### src/rtl/lzwe_pkg.sv
// lzwe_pkg: shared constants, types and state codes of the lzw byte encoder
// used by every module in rtl/
package lzwe_pkg;

  localparam int DICT_CODES = 4096;
  localparam int CODE_W     = $clog2(DICT_CODES);
  localparam int NFC_W      = CODE_W + 1;
  localparam int ENTRY_W    = CODE_W + 8;
  localparam int OUT_CODE_W = 12;
  localparam int FIRST_FREE = 256;

  typedef struct packed {
    logic [7:0] data_byte;
    logic       end_of_message;
  } item_t;

  typedef enum logic [2:0] {
    ST_IDLE,
    ST_READ,
    ST_CMP,
    ST_MISS,
    ST_FLUSH
  } back_state_t;

endpackage

### src/rtl/lzwe_front.sv
// lzwe_front: two-entry request queue in front of the dictionary engine
// depends on lzwe_pkg
module lzwe_front (
  input  logic                 clk,
  input  logic                 rst_n,
  input  logic                 in_valid,
  output logic                 in_ready,
  input  logic [7:0]           in_data_byte,
  input  logic                 in_end_of_message,
  output logic                 q_valid,
  input  logic                 q_ready,
  output lzwe_pkg::item_t      q_item
);

  lzwe_pkg::item_t slot_r [2];
  logic       wr_ptr_r, wr_ptr_nxt;
  logic       rd_ptr_r, rd_ptr_nxt;
  logic [1:0] count_r, count_nxt;
  logic       push, pop;

  assign in_ready = (count_r != 2'd2);
  assign q_valid  = (count_r != 2'd0);
  assign q_item   = slot_r[rd_ptr_r];
  assign push     = in_valid && in_ready;
  assign pop      = q_valid && q_ready;

  always_comb begin
    wr_ptr_nxt = push ? ~wr_ptr_r : wr_ptr_r;
    rd_ptr_nxt = pop ? ~rd_ptr_r : rd_ptr_r;
    count_nxt  = count_r + {1'b0, push} - {1'b0, pop};
  end

  always_ff @(posedge clk) begin
    if (!rst_n) begin
      wr_ptr_r <= 1'b0;
      rd_ptr_r <= 1'b0;
      count_r  <= 2'd0;
    end else begin
      wr_ptr_r <= wr_ptr_nxt;
      rd_ptr_r <= rd_ptr_nxt;
      count_r  <= count_nxt;
    end
  end

  always_ff @(posedge clk) begin
    if (push) begin
      slot_r[wr_ptr_r] <= '{data_byte: in_data_byte, end_of_message: in_end_of_message};
    end
  end

endmodule

### config.mk
export PLATFORM = sky130hd
export DESIGN_NAME = lzwe_front
export DESIGN_NICKNAME = d
export VERILOG_FILES = /design/src/rtl/lzwe_pkg.sv /design/src/rtl/lzwe_front.sv
export SDC_FILE = /design/constraint.sdc
export NUM_CORES = 1
export LEC_CHECK = 0
export ABC_AREA = 0
export ABC_CLOCK_PERIOD_IN_PS = 2200
export BUFFER_PORTS_ARGS = -buffer_cell sky130_fd_sc_hd__buf_2
export CORE_UTILIZATION = 29
export CTS_CLUSTER_SIZE = 10
export DETAILED_ROUTE_END_ITERATION = 6
export PLACE_DENSITY = 0.59
export SKIP_LAST_GASP = 1
export SYNTH_ARGS = -nofsm -noshare
export SYNTH_HDL_FRONTEND = slang
export SYNTH_SLANG_ARGS = --single-unit
### constraint.sdc
create_clock -name clk -period 2.2 [get_ports clk]
set_input_delay 0.44 -clock clk [delete_from_list [all_inputs] [get_ports clk]]
set_output_delay 0.44 -clock clk [all_outputs]
set_load 0.01 [all_outputs]
# Word-level counts from Yosys, hierarchy flattened
# Memory sizes are Yosys's and may differ from the RTL's. A register that Yosys moved wholly into a read port is not among the register bits.
# Index checks and enable logic that the tools add are counted.
[classes]
n_addsub = 2
eq_ne = 1
n_mux = 4
n_bitwise = 2
n_reduce_logical = 3
[ops]
columns = ["operator", "n"]
rows = [
  ["$mux W1", 4],
  ["$add A2 B1 Y2", 1],
  ["$logic_and A1 B1 Y1", 2],
  ["$ne A2 B2 Y1 const B", 1],
  ["$not A1 Y1", 2],
  ["$reduce_bool A2 Y1", 1],
  ["$sub A2 B1 Y2", 1],
]
[totals]
ff_bits = 4
mem_bits_rw = 18
in_bits = 13
output_inout_bits = 11
word_cells = 16
n_memories = 1
[mem_list]
columns = ["memory", "words", "width", "rd", "rd_ports_with_merged_regs", "wr", "line", "source"]
rows = [
  ["slot_r", 2, 9, 1, 1, 1, "lzwe_front.sv:15", "lzwe_pkg::item_t slot_r [2];"],
]

# Logic depth before layout (Yosys ltp)
[logic_depth]
depth_word = 4
mapped_depth = 8
ltp_nobuf = 8

# Least setup slack after synthesis
# No wires, ideal clock.
[synth_path]
kind = "register -> register"
from = "register count_r[0]"
to = "register count_r[1]"
setup_time_ns = 0.115
t_arrival_ns = 1.493
required_ns = 2.085
path_slack_ns = 0.592
path_stages_with_launch = 9
path_buffers = 0
period_less_slack_ns = 1.608
cell_sequence = "dfxtp_1 -> nand2b_1 -> nand2_1 -> ha_1 -> inv_1 -> ha_1 -> xnor2_1 -> xnor2_1 -> and2_1"
[synth_via]
elab_chain_len = 4
word_cells_on_any_way = 6
classes_between = "add/sub (2); eq/ne (1); reduce/logical (3)"
[synth_rtl]
columns = ["item", "line", "source"]
rows = [
  ["start: declaration", "lzwe_front.sv:18", "logic [1:0] count_r, count_nxt;"],
  ["start signal: assignment", "lzwe_front.sv:41", "count_r <= count_nxt;"],
  ["$ne A2 B2 Y1", "lzwe_front.sv:21", "assign in_ready = (count_r != 2'd2);"],
  ["via in_ready", "lzwe_front.sv:7", "output logic in_ready,"],
  ["$logic_and A1 B1 Y1", "lzwe_front.sv:24", "assign push = in_valid && in_ready;"],
  ["$add A2 B1 Y2", "lzwe_front.sv:30", "count_nxt = count_r + {1'b0, push} - {1'b0, pop};"],
  ["$sub A2 B1 Y2", "lzwe_front.sv:30", ""],
]
# The timed path passes the listed nets, and every way through them passes these cells.
# A chain may end at the register's enable or synchronous reset.

==> results.txt <==
Hold WS - 0.321 ns
HP Class - in -> reg
Crit-path max FO - 9
Routed Antenna Nets - 0
CP arrival - 1.42 ns
Inserted Diodes - 0
CTS H-Tree Depth - 1
Root Driver - clkbuf_4
Syn Std Cell Area - 882 sq um
Failing checks - design-rule violations
Final core utilization - 0.376
Post-CTS Resized - 0
Uppermost routed layer - met3
Die Wd - 57.2 um
Syn Inst Count - 52
Clock sink count - 23
Largest net degree at the start of global routing - 13
Vias - 481
First-pass GRT wire length - 1.97 mm
Die ar. - 3270 sq um
Layout cell share with drive strength beyond 1 - 0.481
Initial antenna violation count - 0
Clk buf depth - 2
Max Clock Freq - 537 MHz
Setup_tns - 0 ns
Vias in the first global route - 458
Clock latency at the later pin of the worst-skew pair - 0.30 ns
WL met2 - 679 um
Slew margin rel. - 0.696
Hold buffer count at cts - 0
Fin crit share - 0.846
M1 wire length - 562 um
# Max-Cap Violations - 0
HPWL after DPL - 978 um
Placed cell count - 106
Power Dens Cells - 1050 nW/um^2
Clock Pin Slew Worst Setup and Hold Paths - 0.12 ns
Slew Viols, Final - 0
Mapped Nets - 67
Fin crit period - 1.86 ns
Critical setup path kind - reg -> out
Routed vias/inst - 4.37
Post-Route WL - 1.35 mm
Tightest Pin Transition - 0.457 ns
Register area share after synthesis - 0.726
Starting Density - 0.312
Avg Cell Area, Syn - 17.0 sq um
Max VDD drop - 0.479 mV
P_leak - 0.419 nW
Tot Pwr - 1.12 mW
Crit end category - primary output
Die Ht - 57.2 um
Non-filler cells, final - 110
Final net count - 95
WL/cell - 12.2 um
Area grow syn2layout - 20.7%
CTS Buf Count - 3
Synth Warn # - 0
Setup-failing EPs final - 0
Port bufs - 23
Residual DRC count - 4
Clock Skew - 0.00293 ns
Filler cells - 275
Flops & latches, synth - 23
Remaining Overflow, GRT - 0
Gp weighted congestion - 0.616
Fin. Hold Viols - 0
Synth unique cells - 16
# rows - 19
Drt pass-1 iters - 6
RSZ-0062 raised after global routing - no
Initial DRC Count - 12
Post CTS Setup Buffer Count - 0
GRT Util Overall - 0.0841
I/O pin total - 24
Outcome - finished, violations left
Startpoint types - register
Worst Path Required - 1.76 ns
Core ar. - 2830 sq um
Met3 routed WL - 104 um
CTS tree - yes
-- layer usage --
metal  GRT usage  vias to the layer above
met5           0                        -
met1      0.0878                      222
met2       0.148                       19
met3      0.0454                        0
li1            -                      240
met4      0.0209                        0
-- per-stage QoR --
step | area (sq um) | setup slack (ns)
after detailed placement | 1040 | 0.523
after floorplan | 882 | 0.592
after global placement | 1040 | 0.571
after CTS | 1060 | 0.281
after global routing | 1060 | 0.238
final | 1060 | 0.338
-- where the power goes --
group	switching (mW)	internal, mW	leakage, nW
clock network	0.114	0.0706	0.0150
registers	0.0502	0.552	0.210
logic	0.149	0.182	0.195
-- cell usage in the layout, fill, tap and decap left out, types with 2 or more instances in the layout --
| master | netlist | layout |
|---|---|---|
| mux2_2 | 9 | 9 |
| buf_2 | 1 | 23 |
| ha_1 | 2 | 2 |
| and2_1 | 2 | 2 |
| edfxtp_1 | 18 | 18 |
| clkbuf_4 | 0 | 3 |
| nand2_1 | 2 | 2 |
| nor2b_1 | 2 | 2 |
| nand2b_1 | 2 | 2 |
| xnor2_1 | 3 | 3 |
| dfxtp_1 | 5 | 5 |
-- sequential cells by signal, indices dropped and copies added (netlist names), named ones only --
register	cells
slot_r	18
count_r	2
rd_ptr_r	1
wr_ptr_r	1
-- cell families (layout without fill, tap and decap cells) --
kind of cell,count (synthesis),in the layout,synth area share
flops,23,23,0.726
simple gates,11,11,0.0695
mux,10,10,0.126
xor+xnor,3,3,0.0298
fa+ha+maj,2,2,0.0284
buf+inv,2,29,0.00992
compound gates,1,1,0.00993
-- area by class of cell --
type / instances / area, sq um / share of cell area
Inverter: 1 / 3.75 / 0.00353
Tap cell: 31 / 38.8 / 0.0364
Timing Repair Buffer: 24 / 123 / 0.115
Clock buffer: 4 / 26.3 / 0.0247
Sequential cell: 23 / 641 / 0.602
Multi-Input combinational cell: 27 / 233 / 0.219
-- synth_stat cells (all sizes together) --
library cell / instances / share of area
and2: 2 / 0.014
inv: 1 / 0.0043
nor2b: 2 / 0.014
nand2: 2 / 0.0085
buf: 1 / 0.0057
and3: 1 / 0.0071
ha: 2 / 0.028
dfxtp: 5 / 0.11
or2: 1 / 0.0071
o21a: 1 / 0.0099
xnor2: 3 / 0.030
mux2: 9 / 0.11
nor2: 1 / 0.0043
nand2b: 2 / 0.014
edfxtp: 18 / 0.61
mux2i: 1 / 0.011
-- critical path: stages (launching register included) --
cell and delay (ns):
dfxtp_1 0.60, mux2_2 0.39, buf_2 0.14
-- worst paths after layout --
kind                                         from            to  slack, ns  cells after the start
worst max-delay path                     register     q_item[1]       0.34                      2
worst min-delay path            in_end_of_message  slot_r[0][0]       0.32                      1
worst max register to register         count_r[0]    count_r[1]       0.57                      8
worst min register to register           wr_ptr_r      wr_ptr_r       0.49                      2
Note: power is estimated with default switching activity, not from simulation.
