[src/rtl/lzwe_pkg.sv]
// lzwe_pkg: shared constants, types and state codes of the lzw byte encoder
// used by every module in rtl/
package lzwe_pkg;

  localparam int DICT_CODES = 4096;
  localparam int CODE_W     = $clog2(DICT_CODES);
  localparam int NFC_W      = CODE_W + 1;
  localparam int ENTRY_W    = CODE_W + 8;
  localparam int OUT_CODE_W = 12;
  localparam int FIRST_FREE = 256;

  typedef struct packed {
    logic [7:0] data_byte;
    logic       end_of_message;
  } item_t;

  typedef enum logic [2:0] {
    ST_IDLE,
    ST_READ,
    ST_CMP,
    ST_MISS,
    ST_FLUSH
  } back_state_t;

endpackage

[src/rtl/lzwe_out_stage.sv]
// lzwe_out_stage: output register for emitted codes
// depends on lzwe_pkg
module lzwe_out_stage (
  input  logic                          clk,
  input  logic                          rst_n,
  input  logic                          res_valid,
  output logic                          res_ready,
  input  logic [lzwe_pkg::CODE_W-1:0]   res_code,
  input  logic                          res_last,
  output logic                          out_valid,
  input  logic                          out_ready,
  output logic [11:0]                   out_code_word,
  output logic                          out_last_code
);

  localparam int CW = lzwe_pkg::CODE_W;

  logic                  valid_r, valid_nxt;
  logic [11:0]           code_r;
  logic                  last_r;
  logic [CW+11:0]        code_ext;

  assign code_ext      = {12'b0, res_code};
  assign res_ready     = !valid_r || out_ready;
  assign out_valid     = valid_r;
  assign out_code_word = code_r;
  assign out_last_code = last_r;

  always_comb begin
    valid_nxt = valid_r;
    if (res_ready) begin
      valid_nxt = res_valid;
    end
  end

  always_ff @(posedge clk) begin
    if (!rst_n) begin
      valid_r <= 1'b0;
    end else begin
      valid_r <= valid_nxt;
    end
  end

  always_ff @(posedge clk) begin
    if (res_ready && res_valid) begin
      code_r <= code_ext[11:0];
      last_r <= res_last;
    end
  end

endmodule

[config.mk]
export PLATFORM = sky130hd
export DESIGN_NAME = lzwe_out_stage
export DESIGN_NICKNAME = d
export VERILOG_FILES = /design/src/rtl/lzwe_pkg.sv /design/src/rtl/lzwe_out_stage.sv
export SDC_FILE = /design/constraint.sdc
export NUM_CORES = 1
export LEC_CHECK = 0
export BUFFER_PORTS_ARGS = -buffer_cell sky130_fd_sc_hd__buf_2
export CAP_MARGIN = 20
export CORE_AREA = 2 2 39 41
export CTS_BUF_LIST = sky130_fd_sc_hd__clkbuf_4 sky130_fd_sc_hd__clkbuf_8
export DETAILED_ROUTE_END_ITERATION = 10
export DIE_AREA = 0 0 41 43
export GPL_TIMING_DRIVEN = 0
export PLACE_DENSITY = 0.65
export REMOVE_ABC_BUFFERS = 1
export SLEW_MARGIN = 20
export SYNTH_ARGS = -nofsm -noshare
export SYNTH_HDL_FRONTEND = slang
export SYNTH_SLANG_ARGS = --single-unit
export TNS_END_PERCENT = 100
[constraint.sdc]
create_clock -name clk -period 1.2 [get_ports clk]
set_clock_uncertainty 0.1 [all_clocks]
set_input_delay 0 -clock clk [delete_from_list [all_inputs] [get_ports clk]]
set_output_delay 0 -clock clk [all_outputs]
set_load 0.1 [all_outputs]
Yosys cells after proc, flatten, opt, wreduce, memory -nomap -nowiden:

Index checks and enable logic that the tools add are counted.

* output and inout port bits: 15
* word-level logic and storage cells: 6
* input bits: 17
* flip-flop bits (word level): 14

* reductions and logical operators: 3

Operators by type and width (count)
* 1-bit logical AND: 1
* 1-bit logical NOT: 1
* 1-bit logical OR: 1

Longest topological paths before layout:

Gate-level depths: netlist (run 1).

* depth after elaboration: 3
* gate-level depth with buffers: 2
* depth with buffers taken out: 2

Worst setup path after synthesis (run 1):

No wires, ideal clock.

* path type: register to register
* start point: register valid_r, in the netlist out_valid
* end point: register code_r[0], in the netlist out_code_word[0] (enable)
* data required time: 0.844 ns
* setup time: 0.256 ns
* setup slack: -0.844 ns
* clock period less this slack: 2.044 ns
* buffers on the path: 0
* data arrival time: 1.688 ns
* stages on the path, launching flop included: 3
* path through: dfxtp_1 > nand2b_4 > and2_4

* cells in the longest elaborated chain, start to end: 3

RTL lines
* start, declared: RTL line lzwe_out_stage.sv:18 `logic valid_r, valid_nxt;`
* start signal, assigned: RTL line lzwe_out_stage.sv:40 `valid_r <= valid_nxt;`
* 1-bit logical NOT: RTL line lzwe_out_stage.sv:24 `assign res_ready = !valid_r || out_ready;`
* 1-bit logical OR: RTL line lzwe_out_stage.sv:24
* net res_ready: RTL line lzwe_out_stage.sv:7 `output logic res_ready,`
* 1-bit logical AND: RTL line lzwe_out_stage.sv:45 `if (res_ready && res_valid) begin`
* end signal, assigned: RTL line lzwe_out_stage.sv:46 `code_r <= code_ext[11:0];`
* end, declared: RTL line lzwe_out_stage.sv:19 `logic [11:0] code_r;`

The timed path passes the listed nets, and every way through them passes these cells.
A chain may end at the register's enable or synchronous reset.

Final worst setup path (run 1):

* start point: register code_r[8], in the netlist out_code_word[8]
* end point: output out_code_word[8]

RTL lines
* end, declared: RTL line lzwe_out_stage.sv:12 `output logic [11:0] out_code_word,`

No word-level cell between the ends.

==> results of run 1 <==
-- worst max path at each step --
stage                                start          endpoint  slack [ns]  depth (start not counted)
after floorplan                  out_valid  out_code_word[0]       -0.84                          2
after global placement           out_valid  out_code_word[7]        0.15                          2
after detailed placement         out_valid  out_code_word[7]        0.14                          2
after CTS                        out_valid         out_valid       0.002                          1
after global routing      out_code_word[7]  out_code_word[7]        0.02                          1
final                     out_code_word[8]  out_code_word[8]        0.07                          1
-- registers in the layout (all words and copies together) (netlist names) --
register       flops
out_code_word     12
out_last_code      1
out_valid          1
-- kinds of logic (layout without fill, tap and decap cells) --
| kind of cell | count (synthesis) | after routing | synth area share, % |
|---|---|---|---|
| AO/OA/AOI/OAI | 1 | 1 | 2.51 |
| buffers and inverters | 1 | 52 | 0.837 |
| flip-flops | 14 | 14 | 91.6 |
| AND/OR/NAND/NOR | 2 | 2 | 5.03 |
-- layer usage --
layer / GRT usage (%) / vias up
met1: 10.1 / 156
li1: - / 170
met4: 8.00 / 0
met2: 20.6 / 26
met5: 0 / -
met3: 5.76 / 0
-- layout make-up --
type	count	share of cell area, %
Sequential cell	14	50.2
Timing Repair Buffer	47	39.1
Multi-Input combinational cell	3	4.13
Clock buffer	4	3.67
Tap cell	16	2.45
Inverter	1	0.459
-- power breakdown --
group          leakage (nW)  switching (mW)  internal, mW
clock                0.0184           0.141         0.151
combinational         0.211           0.247        0.0798
sequential            0.134         0.00774         0.566
-- timing repair --
action,4_1_cts,5_1_grt
hold endpoints to repair,14,0
gates resized for setup,1,1
cloned,0,0
hold buffers,16,0
pin swaps,0,0
setup endpoints to repair,1,1
setup buffers,0,0
-- placed cells by master, fill, tap and decap left out --
cell type and instances:
and2_4 1, nand2b_4 1, buf_2 29, buf_4 1, dlygate4sd3_1 16, edfxtp_1 13, dfxtp_1 1, inv_1 1
clkbuf_4 5, a21boi_2 1
==> metrics.yaml, run 1 <==
outcome:
  outcome: "finished, final reports clean"
cts:
  numCtsBuffers: 3
  cts_root_buffer: "clkbuf_4"
  cts_max_path_buffers: 2
  cts.clk_slew.worst_paths_ns: 0.08
  cts_num_sinks: 14
  clkLatencyLatePin_ns: 0.27
  cts_tree: "built"
  h-tree-depth: 1
drt:
  drc: 0
  drt-wirelength-per-cell_um: 11.4
  wirelength_um: 965
  route.met3.wl_um: 88
  firstDrtPassIters: 1
  top_layer_used: "met3"
  first_iter_violations: 0
  vias_per_cell: 4.14
  via_count: 352
  wl_met2_um: 503
  met1Wirelength_um: 373
  ant_nets: 0
finish:
  fin_area_um2: 818
  n_antenna_cell: 0
  final-seq-area_um2: 410
  final_util_pct: 59.1
  n_fill_cell: 118
  drive_gt1_share_pct: 55.1
  fin_nets: 87
  area_growth_pct: 82.7
  multi_input_area_um2: 33.8
  stdcell_count: 85
yosys:
  synth_top_area_share_pct: 87.2
  ys_ff_latch: 14
  syn_area_um2: 448
  synthDistinctLibCells: 6
  avgSynthCellArea_um2: 24.9
  syn_inst: 18
  ys_seq_area_share_pct: 91.6
  yosys_warnings: 0
  async_flop_share_pct: 0
  yosysMostFrequentCell: "edfxtp_1"
  synth-edff-count: 13
  synth_ff_type: "edfxtp_1"
  synth_top_cell_by_area: "edfxtp_1"
  ys_top_cells_by_area: "edfxtp_1 87%, dfxtp_1 4.5%, nand2b_4 3.1%"
setup_path:
  worstPathArrival_ns: 1.03
  worst_path_max_delay_cell: "buf_2"
  startpoint_type: "flop"
  critPathBufInv: 1
  r2r-start: "out_valid"
  cpPeakStageDelay_ns: 0.42
  crit_chain: "buf_2"
  cp_max_fo: 1
  path_delay_family: "buffers and inverters"
  r2r_cells: 2
  rr_endpoint: "out_code_word[11]"
  criticalPathCategory: "flop to primary output"
  r2r_slack_ns: 0.15
  crit_required_ns: 1.10
  worstSetupEndpointType: "primary output"
floorplan:
  initial_core_util_pct: 32.4
  die_w_um: 41
  die_h_um: 43
  coreArea_um2: 1380
  rows: 14
  dieArea_um2: 1760
  ios: 32
place:
  dp_cells: 65
  place_congestion: 0.658
  dpl_cell_area_um2: 623
  io_buffer_count: 31
  place_ws_ns: 0.144
min_path:
  hp-start: "res_last"
  holdPathStages: 2
  holdPathEnd: "out_last_code"
  hold_class: "input pin to flop"
sta:
  fin_hold_ws_ns: 0.331
  rsz0062_at_grt: "no"
  min_period_ns: 1.13
  finalSetupViolations: 0
  post-route-period-util_pct: 94.4
  worst_slew_pin_slew_ns: 0.493
  hold_violations: 0
  fin_tns_setup_ns: 0
  fmax_ghz: 0.883
  setup_ws_ns: 0.0670
  slew_violations: 0
  max_slew_margin_pct: 67.4
power:
  power.total_mw: 1.19
  peakVddDrop_v: 0.000727
  power_density_nw_per_um2: 1460
  p_leak_nw: 0.363
run:
  max_cap_violations: 0
grt:
  antenna_found_initial: 0
  grt_pass1_wl_mm: 1.33
  grt_pass1_vias: 350
  grt_use_total_pct: 12.2
  grt_max_degree: 14
  grt-ovfl-total: 0
Power figures use the tool's default switching activity.
==> inputs of run 2 (changes only) <==
--- a/config.mk
+++ b/config.mk
@@ -12,7 +12,7 @@
 export DETAILED_ROUTE_END_ITERATION = 10
 export DIE_AREA = 0 0 41 43
 export GPL_TIMING_DRIVEN = 0
-export PLACE_DENSITY = 0.65
+export PLACE_DENSITY = 0.68
 export REMOVE_ABC_BUFFERS = 1
 export SLEW_MARGIN = 20
 export SYNTH_ARGS = -nofsm -noshare
==> metrics.yaml, run 2 (same netlist as run 1, synthesis figures left out) <==
sta:
  rsz0062_at_grt: "no"
  fmax_ghz: 0.873  # -1.1%
  min_period_ns: 1.15  # +0.0124 ns
  post-route-period-util_pct: 95.5  # +1.0 points
  slew_violations: 0  # unchanged
  setup_ws_ns: 0.0546  # -0.0124 ns
  finalSetupViolations: 0  # unchanged
  hold_violations: 0  # unchanged
  worst_slew_pin_slew_ns: 0.490  # -0.00309 ns
  max_slew_margin_pct: 67.6  # +0.20 points
grt:
  grt_pass1_wl_mm: 1.30  # -2.0%
  grt_use_met3_pct: 6.28  # +0.52 points
  grt_pass1_vias: 324  # -7.4%
  use_met1_pct: 10.9  # +0.74 points
  antenna_found_initial: 0  # unchanged
  gr-usage-met2_pct: 21.6  # +0.94 points
  top_usage_layer: "met2"
  grt_use_total_pct: 12.2  # +0.013 points
  grt-ovfl-total: 0  # unchanged
  grt_max_degree: 14  # unchanged
floorplan:
  rows: 14  # unchanged
  coreArea_um2: 1380  # unchanged
  initial_core_util_pct: 32.4  # unchanged
  die_h_um: 43  # unchanged
  ios: 32  # unchanged
  dieArea_um2: 1760  # unchanged
  die_w_um: 41  # unchanged
place:
  dp.final_hpwl_um: 577
  place_congestion: 0.589  # -10%
  dpl_cell_area_um2: 623  # unchanged
  io_buffer_count: 31  # unchanged
  place_ws_ns: 0.149  # +0.00493 ns
setup_path:
  worstSetupEndpointType: "primary output"
  r2r-start: "out_valid"
  startpoint_type: "flop"
  rr_endpoint: "out_code_word[5]"
  critPathBufInv: 1  # unchanged
  crit_required_ns: 1.10  # about the same
  worstPathArrival_ns: 1.05  # +0.02 ns
  cpPeakStageDelay_ns: 0.42  # about the same
  cp_max_fo: 1  # unchanged
  r2r_cells: 2  # unchanged
  criticalPathCategory: "flop to primary output"
  r2r_slack_ns: 0.13  # -0.02 ns
  crit_chain: "buf_2"
  worst_path_max_delay_cell: "buf_2"
  path_delay_family: "buffers and inverters"
power:
  power_frac_seq_pct: 47.9  # -0.2 points
  power_density_nw_per_um2: 1460  # +0.28%
  p_comb_share_pct: 27.4  # about the same
  power.total_mw: 1.20  # +0.28%
  p_int_uw: 797  # about the same
  p_switching_uw: 398  # +0.79%
  p_leak_nw: 0.364  # +0.10%
  peakVddDrop_v: 0.000786  # +8.1%
  power_switching_share_pct: 33.3  # +0.17 points
  pwr-share-clk_pct: 24.7  # +0.2 points
finish:
  mostFrequentLayoutCells: "29 x buf_2, 16 x dlygate4sd3_1, 13 x edfxtp_1"
  n_antenna_cell: 0  # unchanged
  n_fill_cell: 113  # -4.2%
  fin_nets: 87  # unchanged
  final_common_cell: "buf_2"
  fin_area_um2: 818  # unchanged
  largest_register_ffs: 12  # unchanged
  area_growth_pct: 82.7  # unchanged
  drive_gt1_share_pct: 55.1  # unchanged
min_path:
  holdPathStages: 2  # unchanged
  holdPathEnd: "out_code_word[1]"
  hp-start: "res_code[1]"
  hold_class: "input pin to flop"
drt:
  firstDrtPassIters: 3  # +2
  drc: 0  # unchanged
  wirelength_um: 963  # -0.21%
  ant_nets: 0  # unchanged
  vias_per_cell: 4.07  # -1.7%
  first_iter_violations: 3  # +3
  drt-wirelength-per-cell_um: 11.3  # -0.21%
  via_count: 346  # -1.7%
cts:
  cts_tree: "built"
  numCtsBuffers: 3  # unchanged
  cts_root_buffer: "clkbuf_4"
  h-tree-depth: 1  # unchanged
  cts_max_path_buffers: 2  # unchanged
  cts.clk_slew.worst_paths_ns: 0.09  # about the same
  cts_num_sinks: 14  # unchanged
  cts_setup_buffers: 0  # unchanged
  clkLatencyLatePin_ns: 0.26  # about the same
outcome:
  outcome: "finished, final reports clean"
run:
  max_cap_violations: 0  # unchanged
-- run 2: through the flow --
step	utilization, %	instances	setup TNS (ns)	hold slack, ns
final	59.1	85	0	0.325
after global routing	59.1	85	0	0.318
after CTS	59.1	85	0	0.320
after detailed placement	45.0	65	0	0.0793
after global placement	45.0	65	0	0.0776
after floorplan	-	18	-11.76	-0.00113
-- run 2: timing repair --
item                                    in CTS  in global routing
endpoints found under the hold margin       14                  0
resized for setup                            2                  0
endpoints found under the setup margin       2                  0
hold buffers                                16                  0
-- run 2: layout make-up --
cell class                 instances  area, µm²  area share, %
sequential                        14        410           50.2
timing repair buffer              47        320           39.1
multi-input combinational          3       33.8           4.13
clock buffer                       4       30.0           3.67
tap                               16       20.0           2.45
inverter                           1       3.75          0.459
-- run 2: worst max-delay path by stage --
stage | end | from | slack [ns] | cells past startpoint
2_1_floorplan | out_code_word[0] | out_valid | -0.84 | 2
3_3_place_gp | out_code_word[3] | out_valid | 0.15 | 2
3_5_place_dp | out_code_word[6] | out_valid | 0.15 | 2
4_1_cts | out_code_word[2] | out_code_word[2] | 0.06 | 1
5_1_grt | out_code_word[10] | out_code_word[10] | 0.02 | 1
6_report | out_code_word[2] | out_code_word[2] | 0.05 | 1
-- run 2: power by group through the flow --
stage                     clock network [mW]  logic (mW)  registers [mW]
after floorplan                            0      0.0295           0.787
after global placement                     0       0.284           0.584
after detailed placement                   0       0.286           0.584
after CTS                              0.298       0.327           0.573
after global routing                   0.329       0.339           0.576
final                                  0.295       0.327           0.573
-- run 2: layer usage --
metal	routed length, µm	up-vias	part of all wire [%]
met3	94	0	9.8
met1	364	150	38
met4	0	0	0
li1	-	170	-
met5	0	-	0
met2	504	26	52
==> inputs of run 3 (changes only) <==
--- a/config.mk
+++ b/config.mk
@@ -5,6 +5,7 @@
 export SDC_FILE = /design/constraint.sdc
 export NUM_CORES = 1
 export LEC_CHECK = 0
+export ABC_AREA = 1
 export BUFFER_PORTS_ARGS = -buffer_cell sky130_fd_sc_hd__buf_2
 export CAP_MARGIN = 20
 export CORE_AREA = 2 2 39 41
==> metrics.yaml, run 3 <==
cts:
  cts_tree: "built"
  cts_root_buffer: "clkbuf_4"
  h-tree-depth: 1  # unchanged
  clkLatencyLatePin_ns: 0.27  # about the same
  cts_max_path_buffers: 2  # unchanged
  cts.clk_slew.worst_paths_ns: 0.08  # about the same
  cts_num_sinks: 14  # unchanged
  numCtsBuffers: 3  # unchanged
setup_path:
  worstSetupEndpointType: "primary output"
  crit_required_ns: 1.10  # about the same
  cp_max_fo: 2  # +1
  worstPathArrival_ns: 1.06  # about the same
  criticalPathCategory: "input pin to primary output"
  startpoint_type: "input pin"
drt:
  vias_per_cell: 4.16  # +2.2%
  wirelength_um: 988  # +2.6%
  drc: 0  # unchanged
  ant_nets: 0  # unchanged
  firstDrtPassIters: 2  # -1
  via_count: 366  # +5.8%
  drt-wirelength-per-cell_um: 11.2  # -0.90%
  first_iter_violations: 2  # -1
finish:
  n_fill_cell: 115  # +1.8%
  fin_nets: 90  # +3.4%
  final_util_pct: 61.4  # +2.3 points
  area_growth_pct: 92.4
  final-seq-area_um2: 410  # unchanged
  final_common_cell: "buf_2"
  stdcell_count: 88  # +3.5%
  drive_gt1_share_pct: 55.6  # +0.48 points
  mostFrequentLayoutCells: "29 x buf_2, 16 x dlygate4sd3_1, 13 x edfxtp_1"
  n_antenna_cell: 0  # unchanged
  multi_input_area_um2: 31.3  # -7.4%
  largest_register_ffs: 12  # unchanged
sta:
  worst_slew_pin_slew_ns: 0.490  # -0.0000917 ns
  min_period_ns: 1.16  # +0.0105 ns
  rsz0062_at_grt: "no"
  max_slew_margin_pct: 67.6  # about the same
  setup_ws_ns: 0.0440  # -0.0105 ns
  fin_hold_ws_ns: 0.155  # -0.170 ns
  fmax_ghz: 0.865  # -0.91%
  slew_violations: 0  # unchanged
  post-route-period-util_pct: 96.3  # +0.88 points
  finalSetupViolations: 0  # unchanged
  hold_violations: 0  # unchanged
grt:
  grt_max_degree: 14  # unchanged
  grt_pass1_vias: 359  # +11%
  antenna_found_initial: 0  # unchanged
  grt_pass1_wl_mm: 1.34  # +2.6%
  grt-ovfl-total: 0  # unchanged
  grt_use_total_pct: 11.9  # -0.31 points
yosys:
  ys_top_cells_by_area: "edfxtp_1 88%, dfxtp_1 4.5%, a21oi_2 2.0%"
  synthTopCellsByCount: "13 x edfxtp_1, 2 x inv_1"
  syn_inst: 20  # +2
  synth-edff-count: 13  # unchanged
  avgSynthCellArea_um2: 22.1  # -11%
  synthDistinctLibCells: 7  # +1
  yosys_warnings: 0  # unchanged
  ys_seq_area_share_pct: 92.9  # +1.3 points
  syn_area_um2: 442  # -1.4%
  synth_top_area_share_pct: 88.4  # +1.2 points
  synth_top_cell_by_area: "edfxtp_1"
  synth_ff_type: "edfxtp_1"
  yosysMostFrequentCell: "edfxtp_1"
  async_flop_share_pct: 0  # unchanged
  ys_ff_latch: 14  # unchanged
floorplan:
  dieArea_um2: 1760  # unchanged
  rows: 14  # unchanged
  die_w_um: 41  # unchanged
  die_h_um: 43  # unchanged
  ios: 32  # unchanged
  initial_core_util_pct: 31.9  # -0.45 points
  coreArea_um2: 1380  # unchanged
place:
  dp_cells: 67  # +3.1%
  io_buffer_count: 31  # unchanged
  place_ws_ns: -0.553  # -0.702 ns
  place_congestion: 0.636  # +8.0%
min_path:
  hold_class: "input pin to flop"
power:
  p_leak_nw: 0.376  # +3.5%
  p_comb_share_pct: 27.2  # -0.2 points
  power.total_mw: 1.24  # +4.1%
  power_density_nw_per_um2: 1460  # +0.24%
  power_frac_seq_pct: 46.2  # -1.7 points
  p_switching_uw: 408  # +2.4%
  pwr-share-clk_pct: 26.6  # +1.9 points
  peakVddDrop_v: 0.000892  # +14%
  p_int_uw: 836  # +4.9%
  power_switching_share_pct: 32.8  # -0.52 points
run:
  max_cap_violations: 0  # unchanged
outcome:
  outcome: "finished, final reports clean"
[run 3: changes by cell type after synthesis, sizes merged]
cell    previous run  this run
a21oi              0         2
inv                1         3
a21boi             1         0
and2               1         0
nand2              0         1
nand2b             1         0
[run 3: per-layer routing]
layer	vias up	share of wire, %	global-route usage, %
met2	32	43	19.1
met4	0	0.71	8.00
met1	155	45	12.6
li1	177	-	-
met5	-	0	0
met3	2	11	3.14
[run 3: critical path, stage by stage]
cell and delay (ns):
buf_2 0.08, inv_2 0.04, dlygate4sd3_1 0.56, nand2_2 0.08, buf_4 0.29
[run 3: cells by family (layout without fill, tap and decap cells)]
kind of cell    count (synthesis)  after routing  synth area share [%]
flops                          14             14                  92.9
buf+inv                         3             55                  2.55
compound gates                  2              2                  3.12
simple gates                    1              1                  1.42
[run 3: cell type report]
class | count | share of cell area, %
well taps | 16 | 2.36
repair buffers | 48 | 40.1
inverters | 3 | 1.33
multi-input cells | 3 | 3.68
clock buffers | 4 | 4.27
flip-flops and latches | 14 | 48.3
[run 3: final timing paths]
path / start / to / slack (ns) / cells after the start
worst min-delay path: out_ready / out_code_word[10] / 0.15 / 4
worst max register to register: out_valid / out_code_word[11] / 0.13 / 2
worst min register to register: out_valid / out_valid / 0.45 / 2
worst max-delay path: out_ready / res_ready / 0.04 / 5
[run 3: stage by stage]
| stage | area [µm²] | TNS, ns |
|---|---|---|
| after global placement | 617 | -6.39 |
| after CTS | 830 | 0 |
| after global routing | 850 | 0 |
| after floorplan | 442 | -11.55 |
| after detailed placement | 617 | -7.18 |
| final | 850 | 0 |
[run 3: timing repair]
item | 4_1_cts | 5_1_grt
setup endpoints to repair | 14 | 13
hold endpoints to repair | 14 | 0
pin swaps | 1 | 1
setup buffers | 0 | 1
gates resized for setup | 4 | 0
hold buffers | 16 | 0
[run 3: power groups by stage]
stage	Combinational, mW	Sequential (mW)	Clock, mW
5_1_grt	0.352	0.578	0.364
3_3_place_gp	0.282	0.584	0
2_1_floorplan	0.0268	0.787	0
3_5_place_dp	0.284	0.586	0
4_1_cts	0.330	0.575	0.341
6_report	0.339	0.575	0.331
